==> config.mk <==
export PLATFORM = sky130hd
export DESIGN_NAME = touch_hold_detector_core
export DESIGN_NICKNAME = d
export VERILOG_FILES = /design/src/design/thd_pkg.sv /design/src/design/thd_update.sv /design/src/design/touch_hold_detector_core.sv
export VERILOG_INCLUDE_DIRS = /design/src /design/src/design
export SDC_FILE = /design/constraint.sdc
export NUM_CORES = 2
export LEC_CHECK = 0
export BUFFER_PORTS_ARGS = -buffer_cell sky130_fd_sc_hd__buf_2
export CAP_MARGIN = 20
export CELL_PAD_IN_SITES_DETAIL_PLACEMENT = 0
export CELL_PAD_IN_SITES_GLOBAL_PLACEMENT = 2
export CORE_MARGIN = 1.5
export CORE_UTILIZATION = 49
export DETAILED_ROUTE_END_ITERATION = 6
export HOLD_SLACK_MARGIN = 0.02
export PLACE_DENSITY = 0.85
export SETUP_SLACK_MARGIN = 0.3
export SKIP_CTS_REPAIR_TIMING = 1
export SLEW_MARGIN = 0
export SYNTH_ARGS = -nofsm -noshare
export SYNTH_HDL_FRONTEND = slang
export SYNTH_SLANG_ARGS = --single-unit
==> constraint.sdc <==
create_clock -name aclk -period 33.2 [get_ports aclk]
set_clock_uncertainty 0.2 [all_clocks]
set_input_delay 1.66 -clock aclk [delete_from_list [all_inputs] [get_ports aclk]]
set_output_delay 1.66 -clock aclk [all_outputs]
set_load 0.005 [all_outputs]
==> src/design/touch_hold_detector_core_macros.svh <==
// ----------------------------------------------------------------------------
// touch_hold_detector_core_macros: assertion macros
// Clocked on aclk, disabled while aresetn is low. Empty when SYNTH is set.
// ----------------------------------------------------------------------------
`ifndef TOUCH_HOLD_DETECTOR_CORE_MACROS_SVH
`define TOUCH_HOLD_DETECTOR_CORE_MACROS_SVH

`ifndef SYNTH

// same-cycle implication
`define THD_ASSERT_NOW(name, ante, cons) \
    name: assert property (@(posedge aclk) disable iff (!aresetn) (ante) |-> (cons)) \
        else $error("thd assertion failed");

// next-cycle implication
`define THD_ASSERT_NEXT(name, ante, cons) \
    name: assert property (@(posedge aclk) disable iff (!aresetn) (ante) |=> (cons)) \
        else $error("thd assertion failed");

`else

`define THD_ASSERT_NOW(name, ante, cons)
`define THD_ASSERT_NEXT(name, ante, cons)

`endif

`endif

==> src/design/thd_pkg.sv <==
// ----------------------------------------------------------------------------
// thd_pkg: shared types and constants
// Channel state, configuration and result records for the touch detector.
// ----------------------------------------------------------------------------
`timescale 1ns / 1ps
`default_nettype none

package thd_pkg;

    localparam int CHANNELS   = 16;
    localparam int CH_IDX_W   = (CHANNELS > 1) ? $clog2(CHANNELS) : 1;

    localparam int CHAN_W     = 4;
    localparam int SAMPLE_W   = 16;
    localparam int CNT_W      = 8;
    localparam int S_TDATA_W  = 40;   // 36 bits of fields, padded to bytes
    localparam int M_TDATA_W  = 56;   // 55 bits of fields, padded to bytes
    localparam int CFG_IDX_W  = 3;
    localparam int CFG_DATA_W = 16;

    localparam logic [SAMPLE_W-1:0] BASE_MAX = 16'd60000;
    localparam logic [CNT_W-1:0]    CNT_MAX  = 8'hFF;

    // reciprocal multipliers: floor(x/5) and floor(y/25), exact over the used ranges
    localparam logic [18:0] DIV5_MULT   = 19'd419431;
    localparam int          DIV5_SHIFT  = 21;
    localparam logic [21:0] DIV25_MULT  = 22'd2684355;
    localparam int          DIV25_SHIFT = 26;

    // contact phase, one-hot
    typedef enum logic [2:0] {
        PH_IDLE    = 3'b001,
        PH_ACTIVE  = 3'b010,
        PH_RELCONF = 3'b100
    } phase_t;

    // phase as reported on the result word
    localparam logic [1:0] PHASE_CODE_IDLE    = 2'd0;
    localparam logic [1:0] PHASE_CODE_ACTIVE  = 2'd1;
    localparam logic [1:0] PHASE_CODE_RELCONF = 2'd2;

    // configuration register indexes
    localparam logic [CFG_IDX_W-1:0] CFG_ENTER_CONFIRM   = 3'd0;
    localparam logic [CFG_IDX_W-1:0] CFG_RELEASE_CONFIRM = 3'd1;
    localparam logic [CFG_IDX_W-1:0] CFG_REARM_FRAMES    = 3'd2;
    localparam logic [CFG_IDX_W-1:0] CFG_COOLDOWN_FRAMES = 3'd3;
    localparam logic [CFG_IDX_W-1:0] CFG_RISE_MARGIN     = 3'd4;
    localparam logic [CFG_IDX_W-1:0] CFG_RISE_LIMIT      = 3'd5;
    localparam logic [CFG_IDX_W-1:0] CFG_SAT_LEVEL       = 3'd6;
    localparam logic [CFG_IDX_W-1:0] CFG_HOLD_CAP        = 3'd7;

    typedef struct packed {
        logic [CNT_W-1:0]    enter_confirm;
        logic [CNT_W-1:0]    release_confirm;
        logic [CNT_W-1:0]    rearm_frames;
        logic [CNT_W-1:0]    cooldown_frames;
        logic [SAMPLE_W-1:0] rise_margin;
        logic [SAMPLE_W-1:0] rise_limit;
        logic [SAMPLE_W-1:0] sat_level;
        logic [SAMPLE_W-1:0] hold_cap;
    } cfg_t;

    localparam cfg_t CFG_RESET = '{
        enter_confirm:   8'd2,
        release_confirm: 8'd2,
        rearm_frames:    8'd2,
        cooldown_frames: 8'd16,
        rise_margin:     16'd128,
        rise_limit:      16'd1000,
        sat_level:       16'hFF00,
        hold_cap:        16'd10000
    };

    typedef struct packed {
        logic [SAMPLE_W-1:0] base;      // 0 = not yet seeded
        logic [SAMPLE_W-1:0] ref_lvl;   // frozen reference during contact
        phase_t              ph;
        logic [CNT_W-1:0]    enter_cnt;
        logic [CNT_W-1:0]    release_cnt;
        logic [CNT_W-1:0]    rearm_cnt;
        logic [CNT_W-1:0]    cooldown_cnt;
        logic [SAMPLE_W-1:0] hold_ticks;
        logic [SAMPLE_W-1:0] follow;
    } chan_state_t;

    localparam chan_state_t CHAN_STATE_RESET = '{
        base:         16'd0,
        ref_lvl:      16'd0,
        ph:           PH_IDLE,
        enter_cnt:    8'd0,
        release_cnt:  8'd0,
        rearm_cnt:    8'd0,
        cooldown_cnt: 8'd0,
        hold_ticks:   16'd0,
        follow:       16'd0
    };

    // first member is the top of the vector: out_chan lands in the low bits
    typedef struct packed {
        logic [SAMPLE_W-1:0] baseline_now;
        logic [SAMPLE_W-1:0] release_level;
        logic [SAMPLE_W-1:0] hold_count;
        logic [1:0]          phase;
        logic                touched;
        logic [CHAN_W-1:0]   out_chan;
    } result_t;

endpackage

`default_nettype wire

==> src/design/thd_update.sv <==
// ----------------------------------------------------------------------------
// thd_update: per-channel next-state and result logic
// Baseline tracking, envelope follow and contact phase for one word.
// ----------------------------------------------------------------------------
`timescale 1ns / 1ps
`default_nettype none

module thd_update
    import thd_pkg::*;
(
    input  cfg_t                cfg,
    input  chan_state_t         st,
    input  logic                chan_ok,
    input  logic [CHAN_W-1:0]   chan,
    input  logic [SAMPLE_W-1:0] sample,
    input  logic [SAMPLE_W-1:0] thr,
    output chan_state_t         st_next,
    output result_t             res
);

    function automatic logic [SAMPLE_W-1:0] max16(input logic [SAMPLE_W-1:0] a,
                                                 input logic [SAMPLE_W-1:0] b);
        return (a > b) ? a : b;
    endfunction

    // max(delta*7/8, static release level)
    function automatic logic [SAMPLE_W-1:0] env_target(input logic [SAMPLE_W-1:0] srel,
                                                      input logic [SAMPLE_W-1:0] delta);
        logic [18:0] d7;
        d7 = {delta, 3'b000} - {3'b000, delta};
        return max16(d7[18:3], srel);
    endfunction

    // rise half the gap, fall an eighth of it (rounded up)
    function automatic logic [SAMPLE_W-1:0] env_step(input logic [SAMPLE_W-1:0] f,
                                                    input logic [SAMPLE_W-1:0] t);
        logic [16:0] up;
        logic [16:0] dn;
        up = ({1'b0, t} - {1'b0, f} + 17'd1) >> 1;
        dn = ({1'b0, f} - {1'b0, t} + 17'd7) >> 3;
        if (t > f) begin
            return f + up[15:0];
        end else if (t < f) begin
            return f - dn[15:0];
        end
        return t;
    endfunction

    function automatic logic [SAMPLE_W-1:0] clamp_base(input logic [SAMPLE_W-1:0] v);
        return (v > BASE_MAX) ? BASE_MAX : v;
    endfunction

    logic [SAMPLE_W-1:0] b;
    logic [SAMPLE_W-1:0] srel;
    logic [SAMPLE_W-1:0] fl_idle;
    logic [18:0]         sum5;
    logic [37:0]         prod5;
    logic [21:0]         sum50;
    logic [42:0]         prod50;
    logic [SAMPLE_W-1:0] q5;
    logic [SAMPLE_W-1:0] q50;
    logic                rise_block;
    logic [SAMPLE_W-1:0] ib_base;
    logic [CNT_W-1:0]    ib_cd;
    logic                entry_hit;
    logic [CNT_W-1:0]    ec_inc;
    logic [CNT_W-1:0]    rc_inc;
    logic [SAMPLE_W-1:0] enter_delta;
    logic [SAMPLE_W-1:0] enter_ft;
    logic [SAMPLE_W-1:0] delta_a;
    logic [SAMPLE_W-1:0] fl_act;
    logic [SAMPLE_W-1:0] rel_act;
    logic [SAMPLE_W-1:0] ht_inc;
    logic [SAMPLE_W-1:0] rel;
    logic [1:0]          ph_code;

    // seed and shared terms
    always_comb begin
        b       = (st.base == '0) ? sample : st.base;
        srel    = (thr[15:1] == '0) ? 16'd1 : {1'b0, thr[15:1]};
        fl_idle = (st.follow != '0) ? env_step(st.follow, srel) : st.follow;

        // (4b + raw) / 5 and (49b + raw) / 50 by reciprocal
        sum5   = {1'b0, b, 2'b00} + {3'b000, sample};
        prod5  = 38'(sum5) * 38'(DIV5_MULT);
        q5     = prod5[DIV5_SHIFT +: SAMPLE_W];
        sum50  = {1'b0, b, 5'b00000} + {2'b00, b, 4'b0000} + {6'd0, b} + {6'd0, sample};
        prod50 = 43'(sum50[21:1]) * 43'(DIV25_MULT);
        q50    = prod50[DIV25_SHIFT +: SAMPLE_W];

        rise_block = (({1'b0, b} + {1'b0, cfg.rise_limit}) <= {1'b0, sample})
                  || (({1'b0, b} + {1'b0, cfg.rise_margin}) < {1'b0, sample});

        if (sample <= b) begin
            ib_base = clamp_base(q5);
            ib_cd   = st.cooldown_cnt;
        end else if (st.cooldown_cnt != '0) begin
            ib_base = b;
            ib_cd   = st.cooldown_cnt - 8'd1;
        end else if (rise_block) begin
            ib_base = b;
            ib_cd   = st.cooldown_cnt;
        end else begin
            ib_base = clamp_base(q50);
            ib_cd   = st.cooldown_cnt;
        end

        entry_hit = ({1'b0, sample} > ({1'b0, b} + {1'b0, thr}))
                 || (sample >= cfg.sat_level);
        ec_inc = (st.enter_cnt == CNT_MAX) ? st.enter_cnt : st.enter_cnt + 8'd1;
        rc_inc = (st.release_cnt == CNT_MAX) ? st.release_cnt : st.release_cnt + 8'd1;

        enter_delta = (sample > b) ? sample - b : '0;
        enter_ft    = env_target(srel, enter_delta);

        delta_a = (sample > st.ref_lvl) ? sample - st.ref_lvl : '0;
        fl_act  = env_step(st.follow, env_target(srel, delta_a));
        rel_act = max16(fl_act, srel);

        ht_inc = (st.hold_ticks < cfg.hold_cap) ? st.hold_ticks + 16'd1 : st.hold_ticks;
    end

    // phase machine
    always_comb begin
        st_next      = st;
        st_next.base = b;
        rel          = srel;

        if (st.ph == PH_IDLE) begin
            st_next.ref_lvl = b;
            st_next.follow  = fl_idle;
            if (st.rearm_cnt != '0) begin
                st_next.rearm_cnt    = st.rearm_cnt - 8'd1;
                st_next.enter_cnt    = '0;
                st_next.hold_ticks   = '0;
                st_next.release_cnt  = '0;
                rel                  = max16(fl_idle, srel);
                st_next.base         = ib_base;
                st_next.cooldown_cnt = ib_cd;
                st_next.ref_lvl      = ib_base;
            end else if (entry_hit) begin
                if (ec_inc >= cfg.enter_confirm) begin
                    st_next.hold_ticks   = 16'd1;
                    st_next.enter_cnt    = '0;
                    st_next.release_cnt  = '0;
                    st_next.rearm_cnt    = '0;
                    st_next.ph           = PH_ACTIVE;
                    st_next.follow       = enter_ft;
                    st_next.cooldown_cnt = cfg.cooldown_frames;
                    rel                  = enter_ft;
                end else begin
                    st_next.enter_cnt   = ec_inc;
                    st_next.hold_ticks  = '0;
                    st_next.release_cnt = '0;
                    st_next.rearm_cnt   = '0;
                end
            end else begin
                st_next.enter_cnt    = '0;
                st_next.hold_ticks   = '0;
                st_next.release_cnt  = '0;
                st_next.rearm_cnt    = '0;
                rel                  = max16(fl_idle, srel);
                st_next.base         = ib_base;
                st_next.cooldown_cnt = ib_cd;
                st_next.ref_lvl      = ib_base;
            end
        end else begin
            st_next.follow = fl_act;
            rel            = rel_act;
            if ((delta_a < rel_act) && (sample < cfg.sat_level)) begin
                st_next.ph = PH_RELCONF;
                if (rc_inc >= cfg.release_confirm) begin
                    st_next.hold_ticks   = '0;
                    st_next.enter_cnt    = '0;
                    st_next.release_cnt  = '0;
                    st_next.rearm_cnt    = cfg.rearm_frames;
                    st_next.cooldown_cnt = cfg.cooldown_frames;
                    st_next.ph           = PH_IDLE;
                    st_next.ref_lvl      = b;
                end else begin
                    st_next.release_cnt = rc_inc;
                    st_next.hold_ticks  = ht_inc;
                end
            end else begin
                st_next.enter_cnt   = '0;
                st_next.release_cnt = '0;
                st_next.rearm_cnt   = '0;
                st_next.ph          = PH_ACTIVE;
                st_next.hold_ticks  = ht_inc;
            end
        end
    end

    always_comb begin
        case (st_next.ph)
            PH_IDLE:    ph_code = PHASE_CODE_IDLE;
            PH_ACTIVE:  ph_code = PHASE_CODE_ACTIVE;
            PH_RELCONF: ph_code = PHASE_CODE_RELCONF;
            default:    ph_code = PHASE_CODE_IDLE;
        endcase
    end

    // out-of-range channel: only the channel number comes back
    always_comb begin
        res          = '0;
        res.out_chan = chan;
        if (chan_ok) begin
            res.touched       = (st_next.ph != PH_IDLE);
            res.phase         = ph_code;
            res.hold_count    = st_next.hold_ticks;
            res.release_level = rel;
            res.baseline_now  = st_next.base;
        end
    end

endmodule

`default_nettype wire

==> src/design/touch_hold_detector_core.sv <==
// ----------------------------------------------------------------------------
// touch_hold_detector_core: per-channel capacitive touch and hold detector
// Result word: registered in the output stage after passing through the input stage.
// Throughput: one word per cycle while the sink is ready, bound by the read-modify-write
// of the per-channel state registers. Reset: aresetn low (sync) clears state.
// ----------------------------------------------------------------------------
`timescale 1ns / 1ps
`default_nettype none

`include "touch_hold_detector_core_macros.svh"

module touch_hold_detector_core
    import thd_pkg::*;
(
    input  wire logic                  aclk,
    input  wire logic                  aresetn,

    // input words
    input  wire logic                  s_tvalid,
    output      logic                  s_tready,
    input  wire logic [S_TDATA_W-1:0]  s_tdata,   // chan[3:0], sample[19:4],
                                                  // thresh[35:20], pad

    // result words
    output      logic                  m_tvalid,
    input  wire logic                  m_tready,
    output      logic [M_TDATA_W-1:0]  m_tdata,   // out_chan[3:0], touched[4],
                                                  // phase[6:5], hold_count[22:7],
                                                  // release_level[38:23],
                                                  // baseline_now[54:39], pad

    // configuration writes
    input  wire logic                  cfg_wr_en,
    input  wire logic [CFG_IDX_W-1:0]  cfg_index,
    input  wire logic [CFG_DATA_W-1:0] cfg_wdata
);

    // ------------------------------------------------------------------
    // Two register stages:
    //   in_*_reg   : captured input word
    //   out_*_reg  : finished result word, held until the sink takes it
    // The channel state update happens as the word moves from the input
    // stage to the output stage, so a word for the same channel in the
    // very next cycle already sees the updated state.
    // ------------------------------------------------------------------
    logic                in_valid_reg;
    logic [CHAN_W-1:0]   in_chan_reg;
    logic [SAMPLE_W-1:0] in_sample_reg;
    logic [SAMPLE_W-1:0] in_thr_reg;

    logic                out_valid_reg;
    result_t             out_data_reg;

    cfg_t                cfg_reg;
    chan_state_t         st_reg [CHANNELS];

    logic                adv;       // output stage can take a word this cycle
    logic                fire;      // input stage word moves on
    logic                chan_ok;
    logic [CH_IDX_W-1:0] idx;
    chan_state_t         st_next;
    result_t             res;

    assign adv      = !out_valid_reg || m_tready;
    assign fire     = in_valid_reg && adv;
    // input stage refills as it drains, so back-to-back words flow freely
    assign s_tready = !in_valid_reg || adv;

    assign chan_ok  = (32'(in_chan_reg) < CHANNELS);
    assign idx      = CH_IDX_W'(in_chan_reg);

    assign m_tvalid = out_valid_reg;
    assign m_tdata  = {{(M_TDATA_W - $bits(result_t)){1'b0}}, out_data_reg};

    thd_update u_update (
        .cfg     (cfg_reg),
        .st      (st_reg[idx]),
        .chan_ok (chan_ok),
        .chan    (in_chan_reg),
        .sample  (in_sample_reg),
        .thr     (in_thr_reg),
        .st_next (st_next),
        .res     (res)
    );

    // ------------------------------------------------------------------
    // Control, configuration and channel state
    // ------------------------------------------------------------------
    always_ff @(posedge aclk) begin
        if (!aresetn) begin
            in_valid_reg  <= 1'b0;
            out_valid_reg <= 1'b0;
            cfg_reg       <= CFG_RESET;
            for (int i = 0; i < CHANNELS; i++) begin
                st_reg[i] <= CHAN_STATE_RESET;
            end
        end else begin
            if (s_tready) begin
                in_valid_reg <= s_tvalid;
            end
            if (adv) begin
                out_valid_reg <= in_valid_reg;
            end
            // out-of-range channels leave all state untouched
            if (fire && chan_ok) begin
                st_reg[idx] <= st_next;
            end
            if (cfg_wr_en) begin
                case (cfg_index)
                    CFG_ENTER_CONFIRM:   cfg_reg.enter_confirm   <= cfg_wdata[CNT_W-1:0];
                    CFG_RELEASE_CONFIRM: cfg_reg.release_confirm <= cfg_wdata[CNT_W-1:0];
                    CFG_REARM_FRAMES:    cfg_reg.rearm_frames    <= cfg_wdata[CNT_W-1:0];
                    CFG_COOLDOWN_FRAMES: cfg_reg.cooldown_frames <= cfg_wdata[CNT_W-1:0];
                    CFG_RISE_MARGIN:     cfg_reg.rise_margin     <= cfg_wdata;
                    CFG_RISE_LIMIT:      cfg_reg.rise_limit      <= cfg_wdata;
                    CFG_SAT_LEVEL:       cfg_reg.sat_level       <= cfg_wdata;
                    CFG_HOLD_CAP:        cfg_reg.hold_cap        <= cfg_wdata;
                    default: ;
                endcase
            end
        end
    end

    // ------------------------------------------------------------------
    // Payload registers (no reset needed)
    // ------------------------------------------------------------------
    always_ff @(posedge aclk) begin
        if (s_tvalid && s_tready) begin
            in_chan_reg   <= s_tdata[3:0];
            in_sample_reg <= s_tdata[19:4];
            in_thr_reg    <= s_tdata[35:20];
        end
        if (fire) begin
            out_data_reg <= res;
        end
    end

    // ------------------------------------------------------------------
    // Checks
    // ------------------------------------------------------------------
    // a full pipe with a stalled sink must stop taking words
    `THD_ASSERT_NOW(a_no_overrun, in_valid_reg && out_valid_reg && !m_tready, !s_tready)
    // a word that leaves the input stage shows up as a result
    `THD_ASSERT_NEXT(a_word_moves, in_valid_reg && adv, out_valid_reg)
    // touched flag and reported phase agree
    `THD_ASSERT_NOW(a_touched_phase, out_valid_reg, out_data_reg.touched == (out_data_reg.phase != PHASE_CODE_IDLE))
    // an idle channel carries no hold time
    `THD_ASSERT_NOW(a_idle_no_hold, out_valid_reg && (out_data_reg.phase == PHASE_CODE_IDLE), out_data_reg.hold_count == '0)

endmodule

`default_nettype wire
==> out/metrics.cfg <==
[setup_path]
max_stage_delay_ns = 0.89
cp.required_ns = 33.67
cp_max_fo = 106
crit_top_cell = o21ai_0
path_class = flip-flop to flip-flop
cpMaxStageDelayCell = buf_4
start_kind = flip-flop
end_kind = flip-flop
path_delay_family = compound AO/OA/AOI/OAI gates
crit_arrival_ns = 25.32
rrSetupSlack_ns = 8.35
path_buf_inv = 6

[global_routing]
gr-total-overflow = 0
antenna_found_initial = 11
grt_pass1_vias = 74400
grt_max_degree = 107
grt_pass1_wl_um = 507000
track_usage_pct = 31.0

[clock_network]
cts-htree-levels = 4
clk_latency_ns = 0.91
clk_pin_slew_ns = 0.06
cts_tree = done
cts_buffers = 186
cts.sinks = 1777
cts_root_buffer = clkbuf_16
ctsLongestPathBuffers = 3

[die]
rows = 173
ioPinCount = 122
coreArea_um2 = 222000
die_area_um2 = 226000
die_w_um = 476
die_y_um = 476
initial_core_util_pct = 49.3

[synthesis]
synth_area_um2 = 109000
netlist_instances = 9133
yosysWarnings = 0
synth_edf_count = 1675
synth.avg_cell_area_um2 = 12.0
yosys_most_used_dff = edfxtp_1
synth.area.top_cells = edfxtp_1, mux4_2, ha_1
synth_area_leader_cell = edfxtp_1
synth-async-reset-ratio_pct = 0
synth_fp_nets = 10400
ys_types = 126
synth_seq_area_share_pct = 47.8
netlist.area_leader.share_pct = 46.0
ys_ff_latch = 1777

[sta]
whs_ns = 0.266
setup_violations = 0
tns_ns = 0
rsz0062_at_grt = no
period_needed_ns = 24.85
slew_headroom_pct = 19.7
hold_viol_final = 0
worst_slew_pin_slew_ns = 1.20
timing.fmax_mhz = 40.2
slew_violations = 0
finalCritPeriodShare_pct = 74.8

[run_status]
status = finished clean

[route]
first_pass_iters = 6
drtIter0Drc = 8493
drc = 0
vias = 74800
antenna_left = 0
via_per_inst = 6.09
wl_per_cell_um = 28.4
wl_um = 349000

[finish]
largest_register_ffs = 1584
post-route-util_pct = 53.8
layout-drive-gt1-share_pct = 13.8
fill_cells = 19100
nNetsFinal = 10400
area_growth_pct = 9.24

[place]
place.port_buffers = 116
place_congestion = 0.908
dp_hpwl_um = 227000

[min_path]
hold_path_class = flip-flop to flip-flop

[job]
max-cap-violations = 0

## layer usage
metal | part of all wire [%] | vias up | GRT usage [%] | wire length, um
met1 | 40 | 38100 | 42.4 | 141000
met3 | 8.5 | 539 | 4.95 | 29500
li1 | - | 32800 | - | -
met5 | 0.010 | - | 0 | 35
met2 | 48 | 3337 | 50.9 | 167000
met4 | 3.1 | 6 | 9.53 | 10900
## placed cells by master, fill, tap and decap left out, types with 21 or more instances in the layout
master     Yosys  layout
edfxtp_1    1675    1675
nor2_1      1669    1668
ha_1         832     832
inv_1        809     808
mux4_2       471     471
nand2_1      463     435
fa_1         337     337
a21oi_1      260     254
buf_4         28     202
clkbuf_16      0     191
o21ai_0      188     188
nor3_1       188     187
xnor2_1      154     153
buf_2        102     115
a21o_1       114     114
dfxtp_1      102      98
o21a_1        93      93
a21boi_0      91      91
nand3_1       91      87
a211oi_1      87      87
xor2_1        82      82
nor2b_1       76      76
nand2b_1      64      64
nand4_1       53      53
o211ai_1      47      47
clkbuf_1     334      46
mux2i_1       44      42
clkinv_1       0      39
o21bai_1      38      38
a31oi_1       37      36
nand2_4        9      36
clkinv_2       0      35
and3_1        33      33
and2_1        30      28
nor4_1        27      27
or2_2         26      26
mux2_2        26      25
or3_1         25      25
o21ai_1       22      21
## cell type report
type | count | area, um^2 | share of cell area (%)
Timing Repair Buffer | 325 | 2240 | 1.88
Clock buffer | 241 | 5010 | 4.19
Tap cell | 2975 | 3720 | 3.11
Inverter | 810 | 3050 | 2.55
Multi-Input combinational cell | 6035 | 52100 | 43.6
Antenna cell | 8 | 20.0 | 0.0167
Clock inverter | 106 | 993 | 0.831
Sequential cell | 1777 | 52400 | 43.8
## synthesized netlist by cell type (all sizes together) (44+ instances only)
master and instances:
mux2i 44, nand4 54, dfxtp 102, nand2b 64, o21ai 211, a21boi 91
a21o 115, a211oi 95, a21oi 263, clkbuf 335, buf 176, o211ai 48
nand3 93, nor3 192, nor2 1689, o21a 93, nand2 480, fa 337
edfxtp 1675, ha 832, nor2b 76, mux4 471, xnor2 156, inv 810
xor2 82
## path summary, 6_finish.rpt
check | from | end | cells past startpoint
setup reg to reg | flip-flop | st_reg[13][55] | 85
hold reg to reg | cfg_reg[19] | cfg_reg[19] | 2
hold / removal | cfg_reg[19] | cfg_reg[19] | 2
setup / recovery | flip-flop | st_reg[13][55] | 85
## worst min-delay path: stages (launching register included)
cell and delay, ns:
dfxtp_1 0.31, nand2_1 0.05, a21boi_0 0.06
## kinds of logic (layout without fill, tap and decap cells)
kind of cell | count (synthesis) | after routing | synth area share, %
simple gates | 2864 | 2864 | 11.4
buf+inv | 1321 | 1482 | 4.83
xor+xnor | 240 | 240 | 1.96
compound gates | 1219 | 1219 | 7.90
mux | 541 | 541 | 10.4
fa+ha+maj | 1170 | 1170 | 15.7
flops | 1777 | 1777 | 47.8
other cells | 1 | 9 | 0.00343
## stage by stage
stage          cells  setup slack [ns]  instance area (um^2)
3_3_place_gp   11900              9.12                113000
2_1_floorplan   9133             13.13                109000
4_1_cts        12300              8.83                119000
6_report       12300              8.35                120000
3_5_place_dp   11900              8.93                113000
5_1_grt        12300              6.85                120000
Power is left out: the tool's default activity adds up to more than one toggle a clock period on the data nets, which glitch-free logic cannot reach.
